File: src/rtl/aeft_pkg.sv
// ----------------------------------------------------------------------------
// aeft_pkg
// Shared types, constants and helper functions for the encoder frequency
// tuner: request payloads, register indexes, accuracy levels and step table.
// ----------------------------------------------------------------------------
package aeft_pkg;

    // field widths
    localparam int COUNT_W = 8;
    localparam int TIME_W  = 32;
    localparam int LEVEL_W = 3;
    localparam int FREQ_W  = 33;
    localparam int AVG_W   = 10;
    localparam int HALF_W  = AVG_W - 1;

    // counter modulus, only its low bits matter after masking the delta
    localparam int COUNT_MODULUS = 256;
    localparam logic [COUNT_W-1:0] COUNT_MOD_LOW = COUNT_W'(COUNT_MODULUS);

    // timing constants in milliseconds
    localparam logic [TIME_W-1:0] TIME_CAP  = TIME_W'(500);
    localparam logic [AVG_W-1:0]  AVG_RESET = AVG_W'(128);
    localparam logic [AVG_W-1:0]  AVG_SLOW  = AVG_W'(256);

    // level thresholds on half of the average
    localparam logic [HALF_W-1:0] HALF_XFINE  = HALF_W'(64 * 2);
    localparam logic [HALF_W-1:0] HALF_FINE   = HALF_W'(64);
    localparam logic [HALF_W-1:0] HALF_MEDIUM = HALF_W'(32);
    localparam logic [HALF_W-1:0] HALF_COARSE = HALF_W'(16);

    // frequency reset values, hundredths of Hz
    localparam logic [FREQ_W-1:0] FREQ_RESET = FREQ_W'(64'd2000000);
    localparam logic [FREQ_W-1:0] LOW_RESET  = FREQ_W'(64'd1000);
    localparam logic [FREQ_W-1:0] HIGH_RESET = FREQ_W'(64'd8000000000);

    // configuration register indexes
    localparam int CFG_IDX_W = 1;
    localparam logic [CFG_IDX_W-1:0] REG_LOW_LIMIT  = 1'b0;
    localparam logic [CFG_IDX_W-1:0] REG_HIGH_LIMIT = 1'b1;

    // accuracy levels
    localparam logic [LEVEL_W-1:0] LVL_XFINE   = 3'd0;
    localparam logic [LEVEL_W-1:0] LVL_FINE    = 3'd1;
    localparam logic [LEVEL_W-1:0] LVL_MEDIUM  = 3'd2;
    localparam logic [LEVEL_W-1:0] LVL_COARSE  = 3'd3;
    localparam logic [LEVEL_W-1:0] LVL_XCOARSE = 3'd4;

    // input request payload
    typedef struct packed {
        logic [COUNT_W-1:0] count_value;
        logic [TIME_W-1:0]  now_ms;
        logic               counting_down;
    } t_aeft_in;

    // result payload
    typedef struct packed {
        logic               changed;
        logic [COUNT_W-1:0] step_count;
        logic [LEVEL_W-1:0] accuracy_level;
        logic [FREQ_W-1:0]  tuned_frequency;
    } t_aeft_out;

    // faster turning (smaller average) gives a coarser level
    function automatic logic [LEVEL_W-1:0] level_from_half(input logic [HALF_W-1:0] half);
        logic [LEVEL_W-1:0] lvl;
        if (half > HALF_XFINE) begin
            lvl = LVL_XFINE;
        end else if (half > HALF_FINE) begin
            lvl = LVL_FINE;
        end else if (half > HALF_MEDIUM) begin
            lvl = LVL_MEDIUM;
        end else if (half > HALF_COARSE) begin
            lvl = LVL_COARSE;
        end else begin
            lvl = LVL_XCOARSE;
        end
        return lvl;
    endfunction

    // step size per level, one bit wider than the frequency
    function automatic logic [FREQ_W:0] step_of(input logic [LEVEL_W-1:0] lvl);
        logic [FREQ_W:0] s;
        case (lvl)
            LVL_XFINE:  s = (FREQ_W+1)'(1) << 1;
            LVL_FINE:   s = (FREQ_W+1)'(1) << 5;
            LVL_MEDIUM: s = (FREQ_W+1)'(1) << 9;
            LVL_COARSE: s = (FREQ_W+1)'(1) << 13;
            default:    s = (FREQ_W+1)'(1) << 17;
        endcase
        return s;
    endfunction

endpackage

File: src/rtl/adaptive_encoder_frequency_tuner_unit.sv
// ----------------------------------------------------------------------------
// adaptive_encoder_frequency_tuner_unit
// Takes one encoder capture request per cycle unless stalled and returns one
// result with the count delta, accuracy level and tuned frequency.
// ----------------------------------------------------------------------------
// The unit accepts one request every clock cycle and returns its result in the
// next cycle from an output register; a request is taken whenever that
// register is empty or being read in the same cycle. The figure is set by the
// tuning state (last count, last time, step-time average, level, frequency),
// read and rewritten as each request is taken. A request whose count equals
// the last one leaves the state alone and reports it with changed low and a
// zero step count. The user must write limits through the configuration port
// only while no request is in flight; the block itself does not enforce this.
module adaptive_encoder_frequency_tuner_unit (
    input  logic                           i_clk,
    input  logic                           i_rst_n,
    // configuration writes
    input  logic                           i_cfg_we,
    input  logic [aeft_pkg::CFG_IDX_W-1:0] i_cfg_index,
    input  logic [aeft_pkg::FREQ_W-1:0]    i_cfg_data,
    // capture requests
    input  logic                           i_in_valid,
    output logic                           o_in_ready,
    input  aeft_pkg::t_aeft_in             i_in_data,
    // results
    output logic                           o_out_valid,
    input  logic                           i_out_ready,
    output aeft_pkg::t_aeft_out            o_out_data
);
    import aeft_pkg::*;

    logic [FREQ_W-1:0]  r_low_limit;
    logic [FREQ_W-1:0]  r_high_limit;
    logic [COUNT_W-1:0] r_prev_count;
    logic [TIME_W-1:0]  r_prev_time;
    logic [AVG_W-1:0]   r_avg;
    logic [LEVEL_W-1:0] r_level;
    logic [FREQ_W-1:0]  r_freq;
    logic               r_out_valid;
    t_aeft_out          r_out_data;

    logic [AVG_W-1:0]   n_avg;
    logic [LEVEL_W-1:0] n_level;
    logic [FREQ_W-1:0]  n_freq;

    logic               in_fire;
    logic               changed;
    logic [TIME_W-1:0]  elapsed;
    logic [HALF_W-1:0]  half;
    logic [COUNT_W-1:0] delta;
    logic [FREQ_W-1:0]  stepped_freq;
    t_aeft_out          result;

    assign o_in_ready  = !r_out_valid || i_out_ready;
    assign in_fire     = i_in_valid && o_in_ready;
    assign o_out_valid = r_out_valid;
    assign o_out_data  = r_out_data;

    // speed estimate and accuracy level
    always_comb begin
        changed = (i_in_data.count_value != r_prev_count);
        elapsed = i_in_data.now_ms - r_prev_time;
        half    = r_avg[AVG_W-1:1];
        n_avg   = r_avg;
        n_level = r_level;
        if (changed) begin
            if (elapsed < TIME_CAP) begin
                n_avg   = r_avg - {1'b0, half} + elapsed[AVG_W-1:0];
                n_level = level_from_half(half);
            end else if (r_level > LVL_FINE) begin
                n_level = LVL_FINE;
                n_avg   = AVG_SLOW;
            end
        end
    end

    // count delta in the turning direction
    always_comb begin
        if (!i_in_data.counting_down) begin
            if (i_in_data.count_value > r_prev_count) begin
                delta = i_in_data.count_value - r_prev_count;
            end else begin
                delta = COUNT_MOD_LOW + i_in_data.count_value - r_prev_count;
            end
        end else begin
            if (i_in_data.count_value < r_prev_count) begin
                delta = r_prev_count - i_in_data.count_value;
            end else begin
                delta = COUNT_MOD_LOW + r_prev_count - i_in_data.count_value;
            end
        end
    end

    // frequency step with limit snap
    aeft_freq_step u_freq_step (
        .i_freq       (r_freq),
        .i_level      (n_level),
        .i_down       (i_in_data.counting_down),
        .i_low_limit  (r_low_limit),
        .i_high_limit (r_high_limit),
        .o_freq       (stepped_freq)
    );

    assign n_freq = changed ? stepped_freq : r_freq;

    // result assembly
    always_comb begin
        result.changed         = changed;
        result.step_count      = changed ? delta : '0;
        result.accuracy_level  = n_level;
        result.tuned_frequency = n_freq;
    end

    // configuration registers
    always_ff @(posedge i_clk) begin
        if (!i_rst_n) begin
            r_low_limit  <= LOW_RESET;
            r_high_limit <= HIGH_RESET;
        end else if (i_cfg_we) begin
            case (i_cfg_index)
                REG_LOW_LIMIT:  r_low_limit  <= i_cfg_data;
                REG_HIGH_LIMIT: r_high_limit <= i_cfg_data;
                default: ;
            endcase
        end
    end

    // tuning state, updated only on a changed count
    always_ff @(posedge i_clk) begin
        if (!i_rst_n) begin
            r_prev_count <= '0;
            r_prev_time  <= '0;
            r_avg        <= AVG_RESET;
            r_level      <= LVL_XFINE;
            r_freq       <= FREQ_RESET;
        end else if (in_fire && changed) begin
            r_prev_count <= i_in_data.count_value;
            r_prev_time  <= i_in_data.now_ms;
            r_avg        <= n_avg;
            r_level      <= n_level;
            r_freq       <= n_freq;
        end
    end

    // output register valid
    always_ff @(posedge i_clk) begin
        if (!i_rst_n) begin
            r_out_valid <= 1'b0;
        end else if (in_fire) begin
            r_out_valid <= 1'b1;
        end else if (i_out_ready) begin
            r_out_valid <= 1'b0;
        end
    end

    // output register payload
    always_ff @(posedge i_clk) begin
        if (in_fire) begin
            r_out_data <= result;
        end
    end

endmodule

File: src/rtl/aeft_freq_step.sv
// ----------------------------------------------------------------------------
// aeft_freq_step
// Moves the frequency by one level-dependent step and snaps any result
// outside the limits to the low limit.
// ----------------------------------------------------------------------------
module aeft_freq_step (
    input  logic [aeft_pkg::FREQ_W-1:0]  i_freq,
    input  logic [aeft_pkg::LEVEL_W-1:0] i_level,
    input  logic                         i_down,
    input  logic [aeft_pkg::FREQ_W-1:0]  i_low_limit,
    input  logic [aeft_pkg::FREQ_W-1:0]  i_high_limit,
    output logic [aeft_pkg::FREQ_W-1:0]  o_freq
);
    import aeft_pkg::*;

    logic [FREQ_W:0] step;
    logic [FREQ_W:0] freq_ext;
    logic [FREQ_W:0] cand;
    logic            under;
    logic            bad;

    // one add or subtract, then a window compare
    always_comb begin
        step     = step_of(i_level);
        freq_ext = {1'b0, i_freq};
        under    = 1'b0;
        if (!i_down) begin
            cand = freq_ext + step;
        end else begin
            under = (freq_ext < step);
            cand  = freq_ext - step;
        end
        bad = under
            || (cand < {1'b0, i_low_limit})
            || (cand > {1'b0, i_high_limit});
        o_freq = bad ? i_low_limit : cand[FREQ_W-1:0];
    end

endmodule

File: config.mk
export PLATFORM = sky130hd
export DESIGN_NAME = adaptive_encoder_frequency_tuner_unit
export DESIGN_NICKNAME = d
export VERILOG_FILES = /design/src/rtl/aeft_pkg.sv /design/src/rtl/adaptive_encoder_frequency_tuner_unit.sv /design/src/rtl/aeft_freq_step.sv
export SDC_FILE = /design/constraint.sdc
export NUM_CORES = 1
export LEC_CHECK = 0
export BUFFER_PORTS_ARGS = -buffer_cell sky130_fd_sc_hd__clkbuf_2
export CORE_UTILIZATION = 50
export CTS_CLUSTER_SIZE = 30
export DETAILED_ROUTE_END_ITERATION = 10
export PLACE_DENSITY = 0.72
export SLEW_MARGIN = 0
export SYNTH_ARGS = -nofsm -noshare
export SYNTH_HDL_FRONTEND = slang
export SYNTH_SLANG_ARGS = --single-unit
File: constraint.sdc
create_clock -name i_clk -period 13.2 [get_ports i_clk]
set_input_delay 0.66 -clock i_clk [delete_from_list [all_inputs] [get_ports i_clk]]
set_output_delay 0.66 -clock i_clk [all_outputs]
set_load 0.01 [all_outputs]
==> results.json, run 1 <==
{
  "status": "complete, no violations",
  "dr.pass1.iters": 5,
  "synth_ff_type": "dfxtp_1",
  "routedWlPerCell_um": 17.0,
  "min_period_over_period": 0.772,
  "ys_warn_count": 0,
  "cts_buffers": 17,
  "clock_skew_ps": 16.4,
  "critPathMaxStageDelay_ps": 470,
  "grt_pass1_vias": 12178,
  "avgSynthCellArea_um2": 7.94,
  "antenna_found_initial": 1,
  "synth.most_common_cell": "nand2_1",
  "antenna_left": 0,
  "ctsResizeCount": 0,
  "ys_types": 90,
  "hold_buffers": 0,
  "std_cell_rows": 61,
  "drive_gt1_frac": 0.108,
  "relSlewSlack": 0.217,
  "seq_area_frac_synth": 0.307,
  "cts_root_buffer": "clkbuf_16",
  "path_clk_slew_ps": 80,
  "slowest_stage": "a311oi_1",
  "drv_cap": 0,
  "place_congestion": 0.921,
  "place_hpwl_um": 28400,
  "ys_seq_elements": 198,
  "cp.arrival_ps": 10510,
  "die_h_um": 172,
  "drt_iter0_markers": 1154,
  "clock_latency_ps": 450,
  "clock_sinks": 198,
  "routed-via-count": 13174,
  "drv_slew": 0,
  "die_w_um": 172,
  "io_pins": 127,
  "start_util": 0.513,
  "max_clock_freq_ghz": 0.0981,
  "hp-class": "input pin to register",
  "min_path_cells": 3,
  "cp-start-kind": "input pin",
  "synth_nets": 2048,
  "core_area_um2": 28000,
  "p_leak_nw": 6.59,
  "wl_um": 38300,
  "rsz0062_at_grt": "no",
  "avgViaCountPerCell": 5.85,
  "netlist_top_cells_area": "dfxtp_1 (21%), ha_1 (13%), edfxtp_1 (9.4%)",
  "synth_edf_count": 45,
  "critPathKind": "input pin to register",
  "drc_errors": 0,
  "syn_area_um2": 14400,
  "setup_viol": 0,
  "grtUsageTotal": 0.265,
  "clock_path_buffers": 2,
  "htree_levels": 4,
  "end_kind": "register",
  "post_cts_buffers": 0,
  "crit_fanout": 39,
  "synth_area_leader_cell": "dfxtp_1",
  "syn_inst": 1809,
  "nets": 2100,
  "dieArea_um2": 29400,
  "cts_tree": "yes",
  "crit_top_cell": "ha_1",
  "worst_pin_slew_ps": 1170,
  "hold_violations": 0,
  "grt_pass1_wl_um": 62200,
  "fin_cells": 2253,
  "grt_remaining_overflow": 0,
  "synth_top_cell_area_share": 0.213,
  "peakVddDrop_v": 0.0000847,
  "io_buffers": 126,
  "area_growth_pct": 9.31,
  "post-place-cells": 2220,
  "min_period_ps": 10200,
  "r2r_cells": 37,
  "grt_max_degree": 82,
  "power_density_nw_per_um2": 118,
  "fin_tns_setup_ps": 0,
  "cp.required_ps": 13520,
  "synthTopCellsByCount": "nand2_1 (288), a21oi_1 (220), dfxtp_1 (153)",
  "async_reset_ff_frac": 0
}
==> worst paths after layout <==
kind / start / to / slack [ps]
max: i_in_data[1] / o_out_data[11]$_DFFE_PP_ / 3000
min: i_in_valid / o_out_valid$_SDFFE_PN0P_ / 430
max reg2reg: r_prev_time[0]$_SDFFE_PN0P_ / o_out_data[11]$_DFFE_PP_ / 3030
min reg2reg: r_high_limit[21]$_SDFFE_PN0P_ / r_high_limit[21]$_SDFFE_PN0P_ / 460
==> kinds of logic after synthesis <==
logic type,count (synthesis),synth area share
and+or+nand+nor,596,0.196
AOI/OAI and AO/OA,509,0.221
buffers and inverters,254,0.0705
DFF,198,0.307
adders and majority gates,159,0.145
xor gates and xnor gates,61,0.0372
muxes,32,0.0226
==> layer usage <==
layer | GRT usage | part of all wire
met2 | 0.427 | 0.46
met4 | 0.0916 | 0.022
met5 | 0 | 0
met1 | 0.366 | 0.48
met3 | 0.0304 | 0.047
==> power breakdown <==
part           internal, mW  switching (mW)
registers             0.679          0.0430
clock network         0.269           0.262
logic                 0.240           0.362
total                  1.19           0.667
==> registers in the layout (all words and copies together), names as in the netlist <==
register / cells
r_avg: 10
o_out_valid: 1
r_freq: 33
r_high_limit: 33
r_prev_time: 32
r_low_limit: 33
r_level: 3
r_prev_count: 8
o_out_data: 45
==> cell type report <==
| cell class | count | area (µm²) |
|---|---|---|
| fillers | 2606 | 12300 |
| multi-input cells | 1357 | 8960 |
| flip-flops and latches | 198 | 4410 |
| repair buffers | 135 | 698 |
| inverters | 152 | 572 |
| well taps | 378 | 473 |
| clock buffers | 18 | 429 |
| clock inverters | 14 | 154 |
| diodes | 1 | 2.50 |
==> worst max-delay path, delay by kind of cell <==
kind / cells / cell delay (ps)
AOI/OAI and AO/OA: 15 / 3840
and+or+nand+nor: 12 / 3490
adders and majority gates: 5 / 1280
buffers and inverters: 5 / 700
muxes: 1 / 390
xor gates and xnor gates: 1 / 190
==> cell usage in the layout, fill, tap and decap left out, drive strengths merged, types with 10 or more instances in the layout <==
master / synthesis / final
a21o: 35 / 35
nor2: 86 / 86
a21oi: 222 / 222
o21ai: 91 / 91
a31oi: 14 / 14
fa: 12 / 12
inv: 152 / 158
nand4: 26 / 26
xor2: 25 / 25
and3: 11 / 11
dfxtp: 153 / 153
nor2b: 22 / 22
or3: 11 / 11
nand2: 289 / 289
ha: 147 / 147
edfxtp: 45 / 45
o211ai: 34 / 34
clkbuf: 71 / 144
nand3: 37 / 37
nor3: 37 / 37
nor4: 12 / 12
and2: 10 / 10
o21a: 12 / 12
xnor2: 36 / 36
a211oi: 16 / 16
nand2b: 15 / 15
mux2i: 28 / 28
==> through the flow <==
stage / utilization / area [µm²] / hold WS [ps] / setup WS [ps] / power [mW]
detailed placement: 0.540 / 15100 / 446 / 2810 / 1.33
floorplan: - / 14400 / 436 / 4590 / 1.17
global route: 0.561 / 15700 / 436 / 2370 / 1.96
CTS: 0.561 / 15700 / 423 / 3240 / 1.86
finish: 0.561 / 15700 / 432 / 3000 / 1.86
global placement: 0.540 / 15100 / 442 / 2930 / 1.31
(Power assumes the default switching activity.)
==> inputs of run 2 (changes only) <==
--- a/config.mk
+++ b/config.mk
@@ -5,11 +5,12 @@
 export SDC_FILE = /design/constraint.sdc
 export NUM_CORES = 1
 export LEC_CHECK = 0
+export ABC_AREA = 1
 export BUFFER_PORTS_ARGS = -buffer_cell sky130_fd_sc_hd__clkbuf_2
 export CORE_UTILIZATION = 50
 export CTS_CLUSTER_SIZE = 30
 export DETAILED_ROUTE_END_ITERATION = 10
-export PLACE_DENSITY = 0.72
+export PLACE_DENSITY = 0.71
 export SLEW_MARGIN = 0
 export SYNTH_ARGS = -nofsm -noshare
 export SYNTH_HDL_FRONTEND = slang
==> constraint.sdc (replaced) <==
create_clock -name i_clk -period 10.6 [get_ports i_clk]
set_input_delay 0.53 -clock i_clk [delete_from_list [all_inputs] [get_ports i_clk]]
set_output_delay 0.53 -clock i_clk [all_outputs]
set_load 0.01 [all_outputs]
==> run 2 against run 1 <==
Total power increased by 35%. Sequential cell count unchanged. Utilization is 0.29 points lower. Final cell count increased by 26%. Non-clock buffer count unchanged. Synthesized cell count grew 30%. Global-route usage increased by 2.2 points. Combinational power up 52%. Register-to-register slack got worse by 910 ps. Critical path depth grew 6. Critical path type is now register to register. Critical endpoint is now o_out_data[17]$_DFFE_PP_.
==> results.json, run 2 <==
{
  "place_hpwl_um": 34900,
  "synth_area_leader_cell": "dfxtp_1",
  "worst_pin_slew_ps": 1210,
  "grt_remaining_overflow": 0,
  "clock_path_buffers": 2,
  "timing.critical_path.buf_inv": 3,
  "rsz0062_at_grt": "no",
  "seq_area_frac_synth": 0.283,
  "clock_skew_ps": 9.70,
  "hp-class": "input pin to register",
  "ys_warn_count": 0,
  "avgSynthCellArea_um2": 6.62,
  "die_w_um": 179,
  "drt_iter0_markers": 1287,
  "hold_violations": 0,
  "ys_types": 54,
  "routed-via-count": 15320,
  "place_area_um2": 16500,
  "clock_sinks": 198,
  "cts_root_buffer": "clkbuf_16",
  "drive_gt1_frac": 0.0924,
  "routedWlPerCell_um": 15.8,
  "drv_cap": 0,
  "largest_reg_flops": 45,
  "area_growth_pct": 9.67,
  "num_antenna_cells": 0,
  "clock_latency_ps": 470,
  "nets": 2672,
  "top_layer": "met4",
  "grt_pass1_vias": 14020,
  "ctsResizeCount": 0,
  "route.met3.wl_um": 2950,
  "critPathMaxStageDelay_ps": 920,
  "htree_levels": 4,
  "fin_tns_setup_ps": 0,
  "grt_pass1_wl_um": 71400,
  "setup_viol": 0,
  "die_h_um": 179,
  "crit_fanout": 56,
  "status": "complete, no violations",
  "min_period_over_period": 0.800,
  "grt_max_degree": 68,
  "dieArea_um2": 31900,
  "utilization": 0.558,
  "hold_buffers": 0,
  "netlist_top_cells_area": "dfxtp_1 (20%), nand2_1 (14%), ha_1 (12%)",
  "mostFrequentLayoutCells": "nand2_1 (565), inv_1 (384), a21oi_1 (205), nor2_1 (180), o21ai_0 (176)",
  "antenna_left": 0,
  "cp-start-kind": "register",
  "crit_top_cell": "nand2_1",
  "core_area_um2": 30700,
  "place_congestion": 0.939,
  "ys_seq_elements": 198,
  "cts_buffers": 17,
  "wl_um": 44800,
  "max_clock_freq_ghz": 0.118,
  "post_cts_buffers": 0,
  "io_buffers": 126,
  "peakVddDrop_v": 0.000103,
  "synth_ff_type": "dfxtp_1",
  "path_clk_slew_ps": 80,
  "synth_edf_count": 45,
  "stdcell_area_um2": 17100,
  "total_power_mw": 2.50,
  "relSlewSlack": 0.194,
  "antenna_found_initial": 0,
  "syn_area_um2": 15600,
  "async_reset_ff_frac": 0,
  "synth_nets": 2596,
  "avgViaCountPerCell": 5.39,
  "std_cell_rows": 64,
  "cts_tree": "yes",
  "hold_ws_ps": 296,
  "p_leak_nw": 8.50,
  "drv_slew": 0,
  "drc_errors": 0,
  "met2WireLength_um": 19700,
  "cpLargestDelayFamily": "simple AND/OR/NAND/NOR gates",
  "cp.arrival_ps": 8710,
  "synth_top_cell_area_share": 0.196,
  "min_period_ps": 8480,
  "synth.most_common_cell": "nand2_1",
  "start_util": 0.509,
  "cp.required_ps": 10830,
  "io_pins": 127,
  "end_kind": "register",
  "dr.pass1.iters": 5,
  "critPathKind": "register to register",
  "grtUsageTotal": 0.287,
  "final_common_cell": "nand2_1",
  "syn_inst": 2357,
  "synthTopCellsByCount": "nand2_1 (566), inv_1 (384), a21oi_1 (206)",
  "power_density_nw_per_um2": 146,
  "met1_length_um": 21100,
  "slowest_stage": "nand3_2"
}
run 2: cell type report:
type / count / area, µm²
inverter: 393 / 1480
clock buffer: 21 / 493
sequential: 198 / 4410
tap: 396 / 495
timing repair buffer: 135 / 701
multi-input combinational: 1688 / 9400
fill: 3079 / 13600
clock inverter: 11 / 124
run 2: cell families after synthesis:
kind of cell,Yosys count,synth area share
simple gates,991,0.272
compound gates,488,0.168
buf+inv,471,0.116
flops,198,0.283
fa+ha+maj,159,0.133
xor+xnor,50,0.0281
run 2: stage by stage:
stage               setup slack (ps)  std cells
detailed placement              2060       2810
CTS                             2280       2842
global route                    1270       2842
global placement                2120       2810
floorplan                       4440       2357
finish                          2120       2842
run 2: power breakdown:
part	switching [mW]	internal, mW
Combinational	0.602	0.311
Clock	0.338	0.348
Sequential	0.0508	0.854
Total	0.991	1.51
run 2: worst paths after layout:
path / from / endpoint / slack (ps) / depth (start not counted)
hold / removal: i_cfg_data[12] / r_high_limit[12]$_SDFFE_PN1P_ / 300 / 3
setup reg to reg: r_prev_time[19]$_SDFFE_PN0P_ / o_out_data[17]$_DFFE_PP_ / 2120 / 45
setup / recovery: r_prev_time[19]$_SDFFE_PN0P_ / o_out_data[17]$_DFFE_PP_ / 2120 / 45
hold reg to reg: r_prev_time[13]$_SDFFE_PN0P_ / r_prev_time[13]$_SDFFE_PN0P_ / 460 / 2
run 2: worst register-to-register path: cells and delay by family, from the launching register on:
kind | cells | cell delay [ps]
compound gates | 6 | 1700
xor+xnor | 1 | 320
fa+ha+maj | 3 | 1020
buf+inv | 3 | 680
flops | 1 | 310
simple gates | 32 | 4230
run 2: layer usage:
layer	global-route usage	vias to the layer above
met5	0	-
met4	0.0879	0
met3	0.0371	55
met2	0.456	509
met1	0.403	6957
li1	-	7799
==> inputs of run 3 (changes only) <==
--- a/config.mk
+++ b/config.mk
@@ -10,7 +10,7 @@
 export CORE_UTILIZATION = 50
 export CTS_CLUSTER_SIZE = 30
 export DETAILED_ROUTE_END_ITERATION = 10
-export PLACE_DENSITY = 0.71
+export PLACE_DENSITY = 0.74
 export SLEW_MARGIN = 0
 export SYNTH_ARGS = -nofsm -noshare
 export SYNTH_HDL_FRONTEND = slang
==> constraint.sdc (replaced) <==
create_clock -name i_clk -period 7 [get_ports i_clk]
set_input_delay 0.35 -clock i_clk [delete_from_list [all_inputs] [get_ports i_clk]]
set_output_delay 0.35 -clock i_clk [all_outputs]
set_load 0.01 [all_outputs]
==> run 3 against run 2 <==
Sequential cell count unchanged. Count of clock-buffer cells in the layout decreased by 4. Sequential power increased by 51%. Total power increased by 64%. Critical endpoint is now o_out_data[7]$_DFFE_PP_. Largest cell class unchanged. Largest power group unchanged.
==> results.json, run 3 (synthesis results as in run 2) <==
{
  "crit_fanout": 8,
  "worst_pin_slew_ps": 1150,
  "drv_slew": 0,
  "clock_sinks": 198,
  "cpLargestDelayFamily": "simple AND/OR/NAND/NOR gates",
  "mostFrequentLayoutCells": "nand2_1 (514), inv_1 (378), a21oi_1 (188), o21ai_0 (153)",
  "worst_r2r_endpoint": "o_out_data[7]$_DFFE_PP_",
  "place_area_um2": 17000,
  "grt_pass1_wl_um": 72500,
  "min_path_cells": 3,
  "drc_errors": 0,
  "num_antenna_cells": 0,
  "final_common_cell": "nand2_1",
  "cp.arrival_ps": 6870,
  "crit_top_cell": "nand2_1",
  "p_leak_nw": 9.14,
  "cts_tree": "yes",
  "stdcell_area_um2": 18900,
  "place_congestion": 0.980,
  "place_hpwl_um": 35700,
  "min_period_ps": 6670,
  "slowest_stage": "fa_2",
  "routed-via-count": 16088,
  "start_util": 0.509,
  "routedWlPerCell_um": 16.5,
  "die_h_um": 179,
  "power_density_nw_per_um2": 218,
  "cp-start-kind": "register",
  "area_growth_pct": 21.2,
  "timing.critical_path.buf_inv": 9,
  "nets": 2768,
  "path_clk_slew_ps": 80,
  "wl_um": 48400,
  "drv_cap": 0,
  "dr.pass1.iters": 6,
  "total_power_mw": 4.11,
  "antenna_left": 0,
  "grt_max_degree": 114,
  "reg2reg_slack_ps": 330,
  "std_cell_rows": 64,
  "hold_violations": 0,
  "whs_endpoint": "r_low_limit[7]$_SDFFE_PN1P_",
  "largest_reg_flops": 45,
  "grtUsageTotal": 0.291,
  "cp.required_ps": 7200,
  "grt_pass1_vias": 14486,
  "drive_gt1_frac": 0.198,
  "end_kind": "register",
  "cts_root_buffer": "clkbuf_16",
  "io_buffers": 126,
  "clock_path_buffers": 2,
  "peakVddDrop_v": 0.000174,
  "r2r_cells": 46,
  "min_period_over_period": 0.953,
  "hp-class": "input pin to register",
  "cts_buffers": 17,
  "avgViaCountPerCell": 5.48,
  "status": "complete, no violations",
  "critPathKind": "register to register",
  "critPathMaxStageDelay_ps": 420,
  "max_clock_freq_ghz": 0.150,
  "clock_skew_ps": 17.0,
  "grt_remaining_overflow": 0,
  "io_pins": 127,
  "clock_latency_ps": 470,
  "min_from": "i_cfg_data[7]",
  "dieArea_um2": 31900,
  "drt_iter0_markers": 1190,
  "setup_viol": 0,
  "die_w_um": 179,
  "core_area_um2": 30700,
  "reg2reg_from": "r_prev_time[0]$_SDFFE_PN0P_",
  "htree_levels": 4,
  "relSlewSlack": 0.232,
  "antenna_found_initial": 0
}
## run 3: how the worst max path moves through the flow
stage / cells past startpoint / end / startpoint
2_1_floorplan: 58 / o_out_data[21]$_DFFE_PP_ / i_in_data[1]
3_3_place_gp: 57 / o_out_data[21]$_DFFE_PP_ / i_in_data[1]
3_5_place_dp: 57 / o_out_data[21]$_DFFE_PP_ / i_in_data[1]
4_1_cts: 55 / o_out_data[7]$_DFFE_PP_ / r_prev_time[0]$_SDFFE_PN0P_
5_1_grt: 55 / o_out_data[20]$_DFFE_PP_ / r_prev_time[0]$_SDFFE_PN0P_
6_report: 46 / o_out_data[7]$_DFFE_PP_ / r_prev_time[0]$_SDFFE_PN0P_
## run 3: layout make-up
class	count	area, µm²
Fill cell	2846	11800
Clock inverter	15	176
Tap cell	396	495
Timing Repair Buffer	230	1540
Inverter	393	1490
Timing Repair inverter	1	6.26
Sequential cell	198	4420
Clock buffer	17	425
Multi-Input combinational cell	1688	10400
## run 3: worst min-delay path: stages
cell,delay (ps)
clkbuf_2,90
nand2_1,50
o211ai_1,60
## run 3: through the flow
stage,setup TNS [ps],cells,utilization,hold WS (ps),worst slack [ps]
global route,-363,2938,0.616,119,-46.1
CTS,0,2907,0.574,102,25.0
finish,0,2938,0.616,111,329
floorplan,0,2357,-,433,1020
global placement,-1100,2875,0.554,443,-217
detailed placement,-6470,2875,0.554,451,-293
## run 3: timing repair
item                                    CTS  global route
resized for setup                        10           243
endpoints found under the setup margin   20            66
cloned                                    0             5
hold buffers                              0             0
setup buffers                             0            26
pin swaps                                 1            68
## run 3: report_power, final
part           internal, mW  switching [mW]  total [mW]
clock                 0.516           0.532        1.05
sequential             1.29          0.0802        1.37
combinational         0.655            1.04        1.69
total                  2.46            1.65        4.11
## run 3: metal layers
layer | vias up | GRT usage | wire, µm
met1 | 7475 | 0.402 | 21900
met4 | 0 | 0.0918 | 1130
met5 | - | 0 | 0
met3 | 76 | 0.0364 | 3140
li1 | 7995 | - | -
met2 | 542 | 0.467 | 22100
